$ cat src/hdl/pidl_pkg.sv
package pidl_pkg;

  localparam int unsigned DataW       = 32;
  localparam int unsigned PosW        = 7;
  localparam int unsigned KindW       = 2;
  localparam int unsigned StatusW     = 2;
  localparam int unsigned CountOutW   = 7;
  localparam int unsigned DefCapacity = 64;

  // Stream payload widths (padded to whole bytes)
  localparam int unsigned InDataW  = 40;  // position, value
  localparam int unsigned OutDataW = 40;  // read_value, entry_count

  typedef enum logic [KindW-1:0] {
    KIND_INSERT = 2'd0,
    KIND_DELETE = 2'd1,
    KIND_READ   = 2'd2
  } kind_e;

  typedef enum logic [StatusW-1:0] {
    STATUS_DONE  = 2'd0,
    STATUS_RANGE = 2'd1,
    STATUS_FULL  = 2'd2
  } status_e;

  // Command broadcast to every cell of the chain
  typedef struct packed {
    logic                    ins;
    logic                    del;
    logic [PosW-1:0]         pos;
    logic signed [DataW-1:0] value;
  } cmd_t;

endpackage

$ cat src/hdl/pidl_cell.sv
module pidl_cell #(
  parameter int unsigned CAPACITY = pidl_pkg::DefCapacity,
  parameter int unsigned INDEX    = 0
) (
  input  logic                              clk_i,
  input  pidl_pkg::cmd_t                    cmd_i,
  input  logic signed [pidl_pkg::DataW-1:0] prev_i,  // lower neighbor
  input  logic signed [pidl_pkg::DataW-1:0] next_i,  // upper neighbor
  output logic signed [pidl_pkg::DataW-1:0] data_o,
  output logic signed [pidl_pkg::DataW-1:0] rd_o
);
  import pidl_pkg::*;

  localparam int unsigned IdxW = (CAPACITY > 1) ? $clog2(CAPACITY) : 1;
  localparam int unsigned CmpW = (IdxW > PosW) ? IdxW : PosW;
  localparam logic [CmpW-1:0] Idx = CmpW'(INDEX);

  logic signed [DataW-1:0] data_q, data_d;
  logic [CmpW-1:0]         pos;
  logic                    hit, above;

  assign pos   = CmpW'(cmd_i.pos);
  assign hit   = (Idx == pos);
  assign above = (Idx > pos);

  // Shift up on insert, down on delete, else hold
  always_comb begin
    data_d = data_q;
    if (cmd_i.ins) begin
      if (hit) begin
        data_d = cmd_i.value;
      end else if (above) begin
        data_d = prev_i;
      end
    end else if (cmd_i.del && (hit || above)) begin
      data_d = next_i;
    end
  end

  always_ff @(posedge clk_i) begin
    data_q <= data_d;
  end

  assign data_o = data_q;
  assign rd_o   = hit ? data_q : '0;

endmodule

$ cat config.mk
export PLATFORM = sky130hd
export DESIGN_NAME = pidl_cell
export DESIGN_NICKNAME = d
export VERILOG_FILES = /design/src/hdl/pidl_pkg.sv /design/src/hdl/pidl_cell.sv
export SDC_FILE = /design/constraint.sdc
export NUM_CORES = 1
export LEC_CHECK = 0
export ABC_CLOCK_PERIOD_IN_PS = 2700
export BUFFER_PORTS_ARGS = -buffer_cell sky130_fd_sc_hd__buf_2
export CAP_MARGIN = 20
export CORE_MARGIN = 8
export CORE_UTILIZATION = 30
export CTS_BUF_LIST = sky130_fd_sc_hd__clkbuf_8
export CTS_CLUSTER_SIZE = 8
export DETAILED_ROUTE_END_ITERATION = 6
export PLACE_DENSITY = 0.74
export RECOVER_POWER = 25
export SLEW_MARGIN = 20
export SYNTH_ARGS = -nofsm -noshare
export SYNTH_HDL_FRONTEND = slang
export SYNTH_SLANG_ARGS = --single-unit
$ cat constraint.sdc
create_clock -name clk_i -period 2.7 [get_ports clk_i]
set_input_delay 0.54 -clock clk_i [delete_from_list [all_inputs] [get_ports clk_i]]
set_output_delay 0.54 -clock clk_i [all_outputs]
set_load 0.02 [all_outputs]
# --- Yosys cells after proc, flatten, opt, wreduce, memory -nomap -nowiden ---
# Index checks and enable logic that the tools add are counted.
totals:
  input_bits: 106
  output_inout_bits: 64
  register_bits: 32
  elab_cells: 13
classes:
  mux: 5
  eq_ne: 1
  n_reduce_logical: 5
  n_lt_le_gt_ge: 1
ops:
  columns: ["operator", "count"]
  rows:
  - ["2-to-1 mux 32 bit", 5]
  - ["> comparator 1 x 7 -> 1 bit (first input constant)", 1]
  - ["logical NOT 7 bit", 1]
  - ["!= test 3 x 1 -> 1 bit (second input constant)", 1]
  - ["AND reduction 2 bit", 1]
  - ["nonzero test 2 bit", 1]
  - ["logical AND 1 bit", 1]
  - ["logical OR 1 bit", 1]

# --- Logic depth before layout (Yosys ltp) ---
# Gate-level depths: netlist of the first run.
depth:
  ltp_word: 5
  depth_mapped: 5
  mapped_depth_nobuf: 3

# --- Worst setup path after synthesis of the first run ---
# Ideal clock, no wire load.
synth_path:
  path_kind: "in2reg"
  start: "input cmd_i[36] in the netlist's numbering"
  end: "register data_q[0], in the netlist data_o[0] (enable)"
  n_path_buf: 2
  stages: 5
  t_arrival_ns: 2.255
  t_required_ns: 2.309
  path_slack_ns: 0.054
  path_cell_list: "or4_4 buf_6 nor2_8 buf_8 o21a_1"
synth_between:
  elab_chain_cells: 5
  word_cells_on_any_way: 7
synth_lines:
  columns: ["element", "line", "text"]
  rows:
  - ["start, declared", "pidl_cell.sv:6", "input pidl_pkg::cmd_t cmd_i,"]
  - ["> comparator 1 x 7 -> 1 bit / logical NOT 7 bit (equally long branches)", "pidl_cell.sv:24, pidl_cell.sv:23", null]
  - ["logical OR 1 bit", "pidl_cell.sv:35", "end else if (cmd_i.del && (hit || above)) begin"]
  - ["logical AND 1 bit", "pidl_cell.sv:35", null]
  - ["nonzero test 2 bit (no line)", null, null]
  - ["AND reduction 2 bit (no line) (*)", null, null]
  - ["end signal, assigned", "pidl_cell.sv:41", "data_q <= data_d;"]
  - ["end, declared", "pidl_cell.sv:18", "logic signed [DataW-1:0] data_q, data_d;"]
# Every way passes the cells marked *; elsewhere a longest branch is shown, timed or not.
# A chain may end at the register's enable or synchronous reset.

# --- Worst setup path after layout of the first run ---
layout_path:
  start: "input cmd_i[36] in the netlist's numbering"
  end: "output rd_o[21] in the netlist's numbering"
layout_between:
  elab_chain_cells: 2
layout_lines:
  columns: ["element", "line", "text"]
  rows:
  - ["logical NOT 7 bit", "pidl_cell.sv:23", "assign hit = (Idx == pos);"]
  - ["2-to-1 mux 32 bit", "pidl_cell.sv:45", "assign rd_o = hit ? data_q : '0;"]
  - ["end, declared", "pidl_cell.sv:10", "output logic signed [pidl_pkg::DataW-1:0] rd_o"]
# Every way passes these cells.

==> results of run 1 <==
-- metrics by stage --
stage          power, mW  hold WS (ns)
2_1_floorplan      0.666         0.755
3_3_place_gp       0.767         0.849
3_5_place_dp       0.772         0.854
4_1_cts             1.12         0.562
5_1_grt             1.16         0.571
6_report            1.11         0.573
-- metal layers --
layer / vias up / part of all wire [%]
li1: 1167 / -
met4: 0 / 3.5
met3: 21 / 6.7
met2: 105 / 51
met5: - / 0
met1: 1076 / 39
-- cell usage in the layout, fill, tap and decap left out --
master and n:
or3_1 1, a221o_1 10, buf_12 2, or4_4 1, o21a_1 1, o21ai_0 18
clkbuf_1 32, a221o_2 4, buf_2 137, clkinv_1 1, nor2_1 18, edfxtp_1 32
nor2_8 1, nor4_4 1, a31oi_1 18, clkbuf_8 5, and2_1 14, nand2_1 14
clkinvlp_4 1, a21oi_1 22, buf_4 6, nor3_4 1, and3_1 32, nand3_1 10
inv_1 2
-- synth_stat cells --
cell / number
edfxtp_1: 32
a31oi_1: 18
nand2_1: 14
a221o_1: 10
nor4_4: 1
nor2_1: 18
o21a_1: 1
or4_4: 1
nor3_2: 1
inv_1: 1
nor2_8: 1
o21ai_0: 18
and2_1: 14
buf_2: 4
buf_6: 2
or3_1: 1
and3_1: 32
a221o_2: 4
clkbuf_1: 17
buf_8: 1
buf_4: 1
a21oi_1: 22
nand3_1: 10
-- path summary, 6_finish.rpt --
check | from | endpoint | slack [ns]
max | cmd_i[36] | rd_o[21] | 0.51
min | next_i[17] | data_o[17] | 0.57
-- logic make-up (layout without fill, tap and decap cells) --
group	count (synthesis)	in the layout
buf+inv	26	186
compound gates	73	73
flops	32	32
simple gates	93	93
-- power by group through the flow --
stage	Sequential [mW]	Clock, mW	Combinational [mW]
final	0.555	0.349	0.205
after global placement	0.565	0	0.202
after floorplan	0.569	0	0.0970
after global routing	0.555	0.379	0.226
after CTS	0.555	0.359	0.206
after detailed placement	0.565	0	0.206
-- area by class of cell --
| type | instances | area [um2] |
|---|---|---|
| Clock inverter | 3 | 15.0 |
| Fill cell | 712 | 3720 |
| Inverter | 1 | 3.75 |
| Timing Repair Buffer | 177 | 891 |
| Tap cell | 80 | 100 |
| Multi-Input combinational cell | 166 | 998 |
| Sequential cell | 32 | 961 |
| Clock buffer | 5 | 68.8 |
==> impl_metrics.ini, run 1 <==
[sta]
rsz0062_at_grt = false
timing_worst_slew_pin_value_ns = 0.741
setup_tns_ns = 0
period_needed_ns = 2.19
fin_ws_ns = 0.515
drv_slew = 0
hold_violations = 0
relSlewSlack_pct = 50.6
period_share_pct = 80.9
setup_violations = 0
maxClockFrequency_ghz = 0.458

[global_routing]
grt_usage_pct = 15.6
grt-busiest-layer = met2
grt_use_met1_pct = 17.1
grt_util_met3_pct = 4.12
grt_util_met2_pct = 27.2
grt.overflow.total = 0
grt_first_pass_wirelength_um = 12400
antenna_found_initial = 0
grt_pass1_vias = 2369
grt_start_max_net_pins = 65

[placed_design]
pre_cts_ws_ns = 0.455
place_area_um2 = 2990
gp_congestion = 0.846
dp_hpwl_um = 6370
place_inst = 456
port_buffers = 169

[final_layout]
final_cells = 464
fin_area_um2 = 3040
final_core_util_pct = 45.0
diodes = 0
synthToLayoutAreaGrowth_pct = 45.7
largest_reg_flops = 32
post_route_cells_drive_above_1_share_pct = 41.4
fin_nets = 489

[die]
die_area_um2 = 9880
die_h_um = 99.4
ios = 170
core-area_um2 = 6760
chipWidth_um = 99.4
start_util_pct = 30.9
fp-row-count = 30

[synthesis]
yosysTopAreaCellShare_pct = 46.1
muxShareOfSynthArea_pct = 0
synthTopCellsByArea = edfxtp_1, and3_1, a31oi_1, a21oi_1, a221o_1
synth_fa_ha_area_share_pct = 0
yosysWarningCount = 0
synth_top_family_by_area = simple AND/OR/NAND/NOR gates
yosysTopAreaCell = edfxtp_1
synth_fp_nets = 330
seq_area_frac_synth_pct = 46.1
synth.ff_latch_count = 32
syn_area_um2 = 2090
synth-simple-area-share_pct = 25.3
netlist_instances = 224
netlist-cell-type-count = 23
synth-xor-area-share_pct = 0
synth_compound_gate_area_share_pct = 22.3
avgSynthCellArea_um2 = 9.31

[route]
drcViolationCount = 0
ant_nets = 0
vias = 2369
drt_iter0_drc = 121
wirelength_um = 8310
avgViaCountPerCell = 5.11
avgRoutedWirePerCell_um = 17.9
dr.pass1.iters = 4

[clock_network]
clockRootBuffer = clkbuf_8
cts.sinks = 32
ctsHoldBuffers = 0
cts.path.max_buffers = 2
ctsResizeCount = 0
cts_made_buffers = 5
cts_tree = done
clk_pin_slew_worst_paths_ns = 0.07
cts_setup_buffers = 0
cts_max_level = 2

[hold_path]
hold_class = input port to flip-flop
holdPathStages = 2

[pwr]
leakage_nw = 1.48
pwr-share-clk_pct = 31.5
cellPowerDensity_nw_per_um2 = 365
pwr-share-seq_pct = 50.0
pwr-share-comb_pct = 18.5
ir_drop_mv = 0.145
swShare_pct = 25.1
p_sw_uw = 278
p_int_uw = 831

[run]
maxCapViolations = 0

[critical_path]
critPathSlowestCell = nor4_4
crit_arrival_ns = 1.65
required_ns = 2.16
crit_chain = buf_2, nor4_4, buf_12, and3_1, buf_2
start_kind = input port
critPathTopFamily = buffers and inverters
critical_path.max_stage_delay_ns = 0.32
worstSetupPathType = input port to primary output
cp_num_buf_inv = 3
crit_path_max_fanout = 64
cp-end-kind = primary output
cpMostUsedCell = buf_2
cp_num_cells = 5

[run_status]
status = complete, no violations
Note: power is estimated with default switching activity, not from simulation.
==> run 2, diff against run 1 <==
--- a/config.mk
+++ b/config.mk
@@ -5,7 +5,7 @@
 export SDC_FILE = /design/constraint.sdc
 export NUM_CORES = 1
 export LEC_CHECK = 0
-export ABC_CLOCK_PERIOD_IN_PS = 2700
+export ABC_CLOCK_PERIOD_IN_PS = 2000
 export BUFFER_PORTS_ARGS = -buffer_cell sky130_fd_sc_hd__buf_2
 export CAP_MARGIN = 20
 export CORE_MARGIN = 8
==> constraint.sdc (replaced) <==
create_clock -name clk_i -period 2 [get_ports clk_i]
set_input_delay 0.4 -clock clk_i [delete_from_list [all_inputs] [get_ports clk_i]]
set_output_delay 0.4 -clock clk_i [all_outputs]
set_load 0.02 [all_outputs]
==> run 2 against run 1 <==
Hold slack worse by 0.15 ns; critical path depth did not move; global-route usage decreased by 0.26 points; worst setup slack worse by 0.44 ns; flip-flop and latch count is the same; largest cell class unchanged; clock power up 30%; non-clock buffer count grew 1.
==> impl_metrics.ini, run 2 (synthesized netlist as in run 1, its figures left out) <==
[pwr]
pwr-share-clk_pct = 30.8
pwr-share-comb_pct = 18.6
pwr-share-seq_pct = 50.6
p_sw_uw = 361
leakage_nw = 1.50
cellPowerDensity_nw_per_um2 = 481
ir_drop_mv = 0.240
p_int_mw = 1.12
power_mw = 1.48
swShare_pct = 24.4

[critical_path]
cpMostUsedCell = buf_2
endpoint = rd_o[25]
critPathLaunch = cmd_i[36]
critical_path.max_stage_delay_ns = 0.31
start_kind = input port
required_ns = 1.60
crit_chain = buf_2, nor4_4, buf_12, and3_1, buf_2
worstSetupPathType = input port to primary output
cp-end-kind = primary output
crit_path_max_fanout = 64
cp_num_buf_inv = 3
critPathSlowestCell = nor4_4
critPathTopFamily = buffers and inverters
crit_arrival_ns = 1.53
cp_num_cells = 5

[sta]
rsz0062_at_grt = false
setup_tns_ns = 0
period_share_pct = 96.3
drv_slew = 0
fin_ws_ns = 0.0741
maxClockFrequency_ghz = 0.519
setup_violations = 0
period_needed_ns = 1.93
hold_violations = 0
relSlewSlack_pct = 49.3
timing_worst_slew_pin_value_ns = 0.759

[route]
avgViaCountPerCell = 5.24
avgRoutedWirePerCell_um = 17.1
vias = 2432
wirelength_um = 7920
dr.pass1.iters = 4
drcViolationCount = 0
drt_iter0_drc = 127
ant_nets = 0

[clock_network]
clockRootBuffer = clkbuf_8
cts_tree = done
ctsHoldBuffers = 0
ctsResizeCount = 0
cts.path.max_buffers = 2
cts_max_level = 2
cts.sinks = 32
clk_pin_slew_worst_paths_ns = 0.07
cts_made_buffers = 5
cts_setup_buffers = 0

[die]
ios = 170
die_h_um = 99.4
die_area_um2 = 9880
fp-row-count = 30
start_util_pct = 30.9
core-area_um2 = 6760
chipWidth_um = 99.4

[final_layout]
largest_reg_flops = 32
nFillCells = 714
final_cells = 464
synthToLayoutAreaGrowth_pct = 47.3
final_common_cell = buf_2
post_route_cells_drive_above_1_share_pct = 42.2
diodes = 0
most-common-layout-cells = buf_2, and3_1, edfxtp_1
fin_nets = 490

[global_routing]
grt_pass1_vias = 2448
antenna_found_initial = 0
grt_usage_pct = 15.4
grt_first_pass_wirelength_um = 12300
grt.overflow.total = 0
grt_start_max_net_pins = 65

[run_status]
status = complete, no violations

[placed_design]
pre_cts_ws_ns = -0.0187
gp_congestion = 0.896
port_buffers = 169
place_inst = 457
dp_hpwl_um = 6220

[run]
maxCapViolations = 0

[hold_path]
hold_class = input port to flip-flop
run 2: layout make-up:
cell class	count	area (um2)	share of cell area (%)
Clock buffer	5	68.8	2.24
Clock inverter	2	8.76	0.285
Inverter	1	3.75	0.122
Multi-Input combinational cell	166	1010	32.7
Sequential cell	32	961	31.3
Tap cell	80	100	3.26
Timing Repair Buffer	178	925	30.1
run 2: through the flow:
stage,instance area [um2],hold slack [ns],util [%]
3_5_place_dp,3030,0.708,44.9
6_report,3070,0.422,45.5
4_1_cts,3110,0.413,46.1
2_1_floorplan,2090,0.615,-
5_1_grt,3070,0.414,45.5
3_3_place_gp,3030,0.702,44.9
run 2: worst min path at each step:
stage | slack, ns | end | depth (start not counted) | startpoint
floorplan | 0.62 | data_o[30] | 1 | next_i[30]
global placement | 0.70 | data_o[30] | 2 | next_i[30]
detailed placement | 0.71 | data_o[30] | 2 | next_i[30]
CTS | 0.41 | data_o[30] | 2 | next_i[30]
global route | 0.41 | data_o[10] | 2 | next_i[10]
finish | 0.42 | data_o[30] | 2 | next_i[30]
run 2: power by group through the flow:
| stage | Sequential [mW] | Clock (mW) | Combinational [mW] |
|---|---|---|---|
| after detailed placement | 0.763 | 0 | 0.277 |
| after global placement | 0.763 | 0 | 0.268 |
| after global routing | 0.749 | 0.499 | 0.305 |
| after floorplan | 0.767 | 0 | 0.131 |
| after CTS | 0.749 | 0.471 | 0.277 |
| final | 0.749 | 0.455 | 0.275 |
run 2: metal layers:
layer | track usage, % | vias to the layer above | routed length (um)
met1 | 17.3 | 1135 | 3020
li1 | - | 1169 | -
met5 | 0 | - | 0
met3 | 3.77 | 15 | 548
met2 | 27.4 | 113 | 4160
met4 | 5.36 | 0 | 197
==> run 3, diff against run 2 <==
--- a/config.mk
+++ b/config.mk
@@ -8,12 +8,12 @@
 export ABC_CLOCK_PERIOD_IN_PS = 2000
 export BUFFER_PORTS_ARGS = -buffer_cell sky130_fd_sc_hd__buf_2
 export CAP_MARGIN = 20
+export CORE_ASPECT_RATIO = 0.6
 export CORE_MARGIN = 8
-export CORE_UTILIZATION = 30
-export CTS_BUF_LIST = sky130_fd_sc_hd__clkbuf_8
+export CORE_UTILIZATION = 35
 export CTS_CLUSTER_SIZE = 8
 export DETAILED_ROUTE_END_ITERATION = 6
-export PLACE_DENSITY = 0.74
+export PLACE_DENSITY = 0.83
 export RECOVER_POWER = 25
 export SLEW_MARGIN = 20
 export SYNTH_ARGS = -nofsm -noshare
==> run 3 against run 2 <==
Hold slack better by 0.015 ns; clock power decreased by 4%; largest power group unchanged; utilization is 9.0 points higher; die area down 11%; largest cell class unchanged; critical path type unchanged.
==> impl_metrics.ini, run 3 (synthesized netlist as in run 1, its figures left out) <==
[run_status]
status = complete, no violations

[sta]
hold_violations = 0
setup_tns_ns = 0
maxClockFrequency_ghz = 0.533
relSlewSlack_pct = 52.1
timing_worst_slew_pin_value_ns = 0.718
setup_violations = 0
rsz0062_at_grt = false
drv_slew = 0
holdWs_ns = 0.437
period_needed_ns = 1.88
period_share_pct = 93.8

[pwr]
ir_drop_mv = 0.208
cellPowerDensity_nw_per_um2 = 474
pwr-share-clk_pct = 29.9
power_mw = 1.47
leakage_nw = 1.50
swShare_pct = 23.8
p_sw_uw = 349
pwr-share-seq_pct = 51.1
p_int_mw = 1.12
pwr-share-comb_pct = 19.1

[critical_path]
endpoint = rd_o[15]
crit_arrival_ns = 1.48
required_ns = 1.60
cp-end-kind = primary output
start_kind = input port
worstSetupPathType = input port to primary output
crit_path_max_fanout = 32
critPathLaunch = cmd_i[32]

[clock_network]
cts_made_buffers = 5
cts.sinks = 32
clockRootBuffer = clkbuf_8
ctsHoldBuffers = 0
cts_tree = done
clk_pin_slew_worst_paths_ns = 0.06
cts_max_level = 2
cts.path.max_buffers = 2

[global_routing]
grt_start_max_net_pins = 65
antenna_found_initial = 0
grt_first_pass_wirelength_um = 11500
grt.overflow.total = 0
grt_pass1_vias = 2276
grt_usage_pct = 16.6

[final_layout]
multiInputGateArea_um2 = 1010
post_route_cells_drive_above_1_share_pct = 42.0
fin_nets = 492
final_common_cell = buf_2
final_core_util_pct = 54.5
nFillCells = 558
most-common-layout-cells = buf_2, and3_1, edfxtp_1, clkbuf_1, a21oi_1
seq_area_um2 = 961
diodes = 0
synthToLayoutAreaGrowth_pct = 48.4
largest_reg_flops = 32

[die]
core-area_um2 = 5680
die_h_um = 75.8
die_area_um2 = 8770
start_util_pct = 36.8
chipWidth_um = 116
ios = 170
fp-row-count = 21

[route]
avgViaCountPerCell = 5.07
vias = 2363
wirelength_um = 8130
drcViolationCount = 0
dr.pass1.iters = 4
ant_nets = 0
drt_iter0_drc = 135
avgRoutedWirePerCell_um = 17.4

[hold_path]
hold_class = input port to flip-flop

[run]
maxCapViolations = 0

[placed_design]
port_buffers = 169
gp_congestion = 0.848
dp_hpwl_um = 6310
## run 3: layout make-up
class	instances	share of cell area [%]
clock buffer	5	2.22
clock inverter	2	0.243
inverter	1	0.121
multi-input combinational	166	32.5
sequential	32	31.1
tap	80	3.23
timing repair buffer	180	30.6
## run 3: how the worst min path moves through the flow
| stage | startpoint | to | slack [ns] | cells after the start |
|---|---|---|---|---|
| after detailed placement | next_i[15] | data_o[15] | 0.71 | 2 |
| after floorplan | next_i[30] | data_o[30] | 0.62 | 1 |
| after CTS | next_i[15] | data_o[15] | 0.42 | 2 |
| final | next_i[15] | data_o[15] | 0.44 | 2 |
| after global routing | next_i[25] | data_o[25] | 0.43 | 2 |
| after global placement | next_i[17] | data_o[17] | 0.71 | 2 |
## run 3: timing repair
| item | CTS | global route |
|---|---|---|
| hold endpoints to repair | 0 | 0 |
| gates resized for setup | 0 | 1 |
| buffers inserted | 0 | 1 |
| endpoints found under the setup margin | 0 | 1 |
## run 3: stage by stage
| step | instances | setup WS (ns) | cell area (um2) |
|---|---|---|---|
| final | 466 | 0.124 | 3090 |
| after global routing | 466 | 0.0400 | 3090 |
| after CTS | 464 | 0.0884 | 3110 |
| after detailed placement | 457 | 0.0886 | 3030 |
| after global placement | 457 | 0.103 | 3030 |
| after floorplan | 224 | 0.00227 | 2090 |
## run 3: critical path, stage by stage
cell,delay (ns)
buf_2,0.12
nor4_4,0.34
clkbuf_16,0.25
and3_1,0.18
buf_2,0.17
## run 3: power by group through the flow
stage	sequential, mW	clock [mW]	combinational [mW]
detailed placement	0.764	0	0.276
global route	0.749	0.492	0.307
floorplan	0.767	0	0.131
finish	0.750	0.438	0.280
CTS	0.749	0.460	0.277
global placement	0.764	0	0.267
## run 3: routing by layer
metal  global-route usage (%)  part of all wire [%]
met2                     28.8                    48
met4                     4.56                   1.0
met1                     20.5                    42
met3                     4.03                   9.1
met5                        0                     0
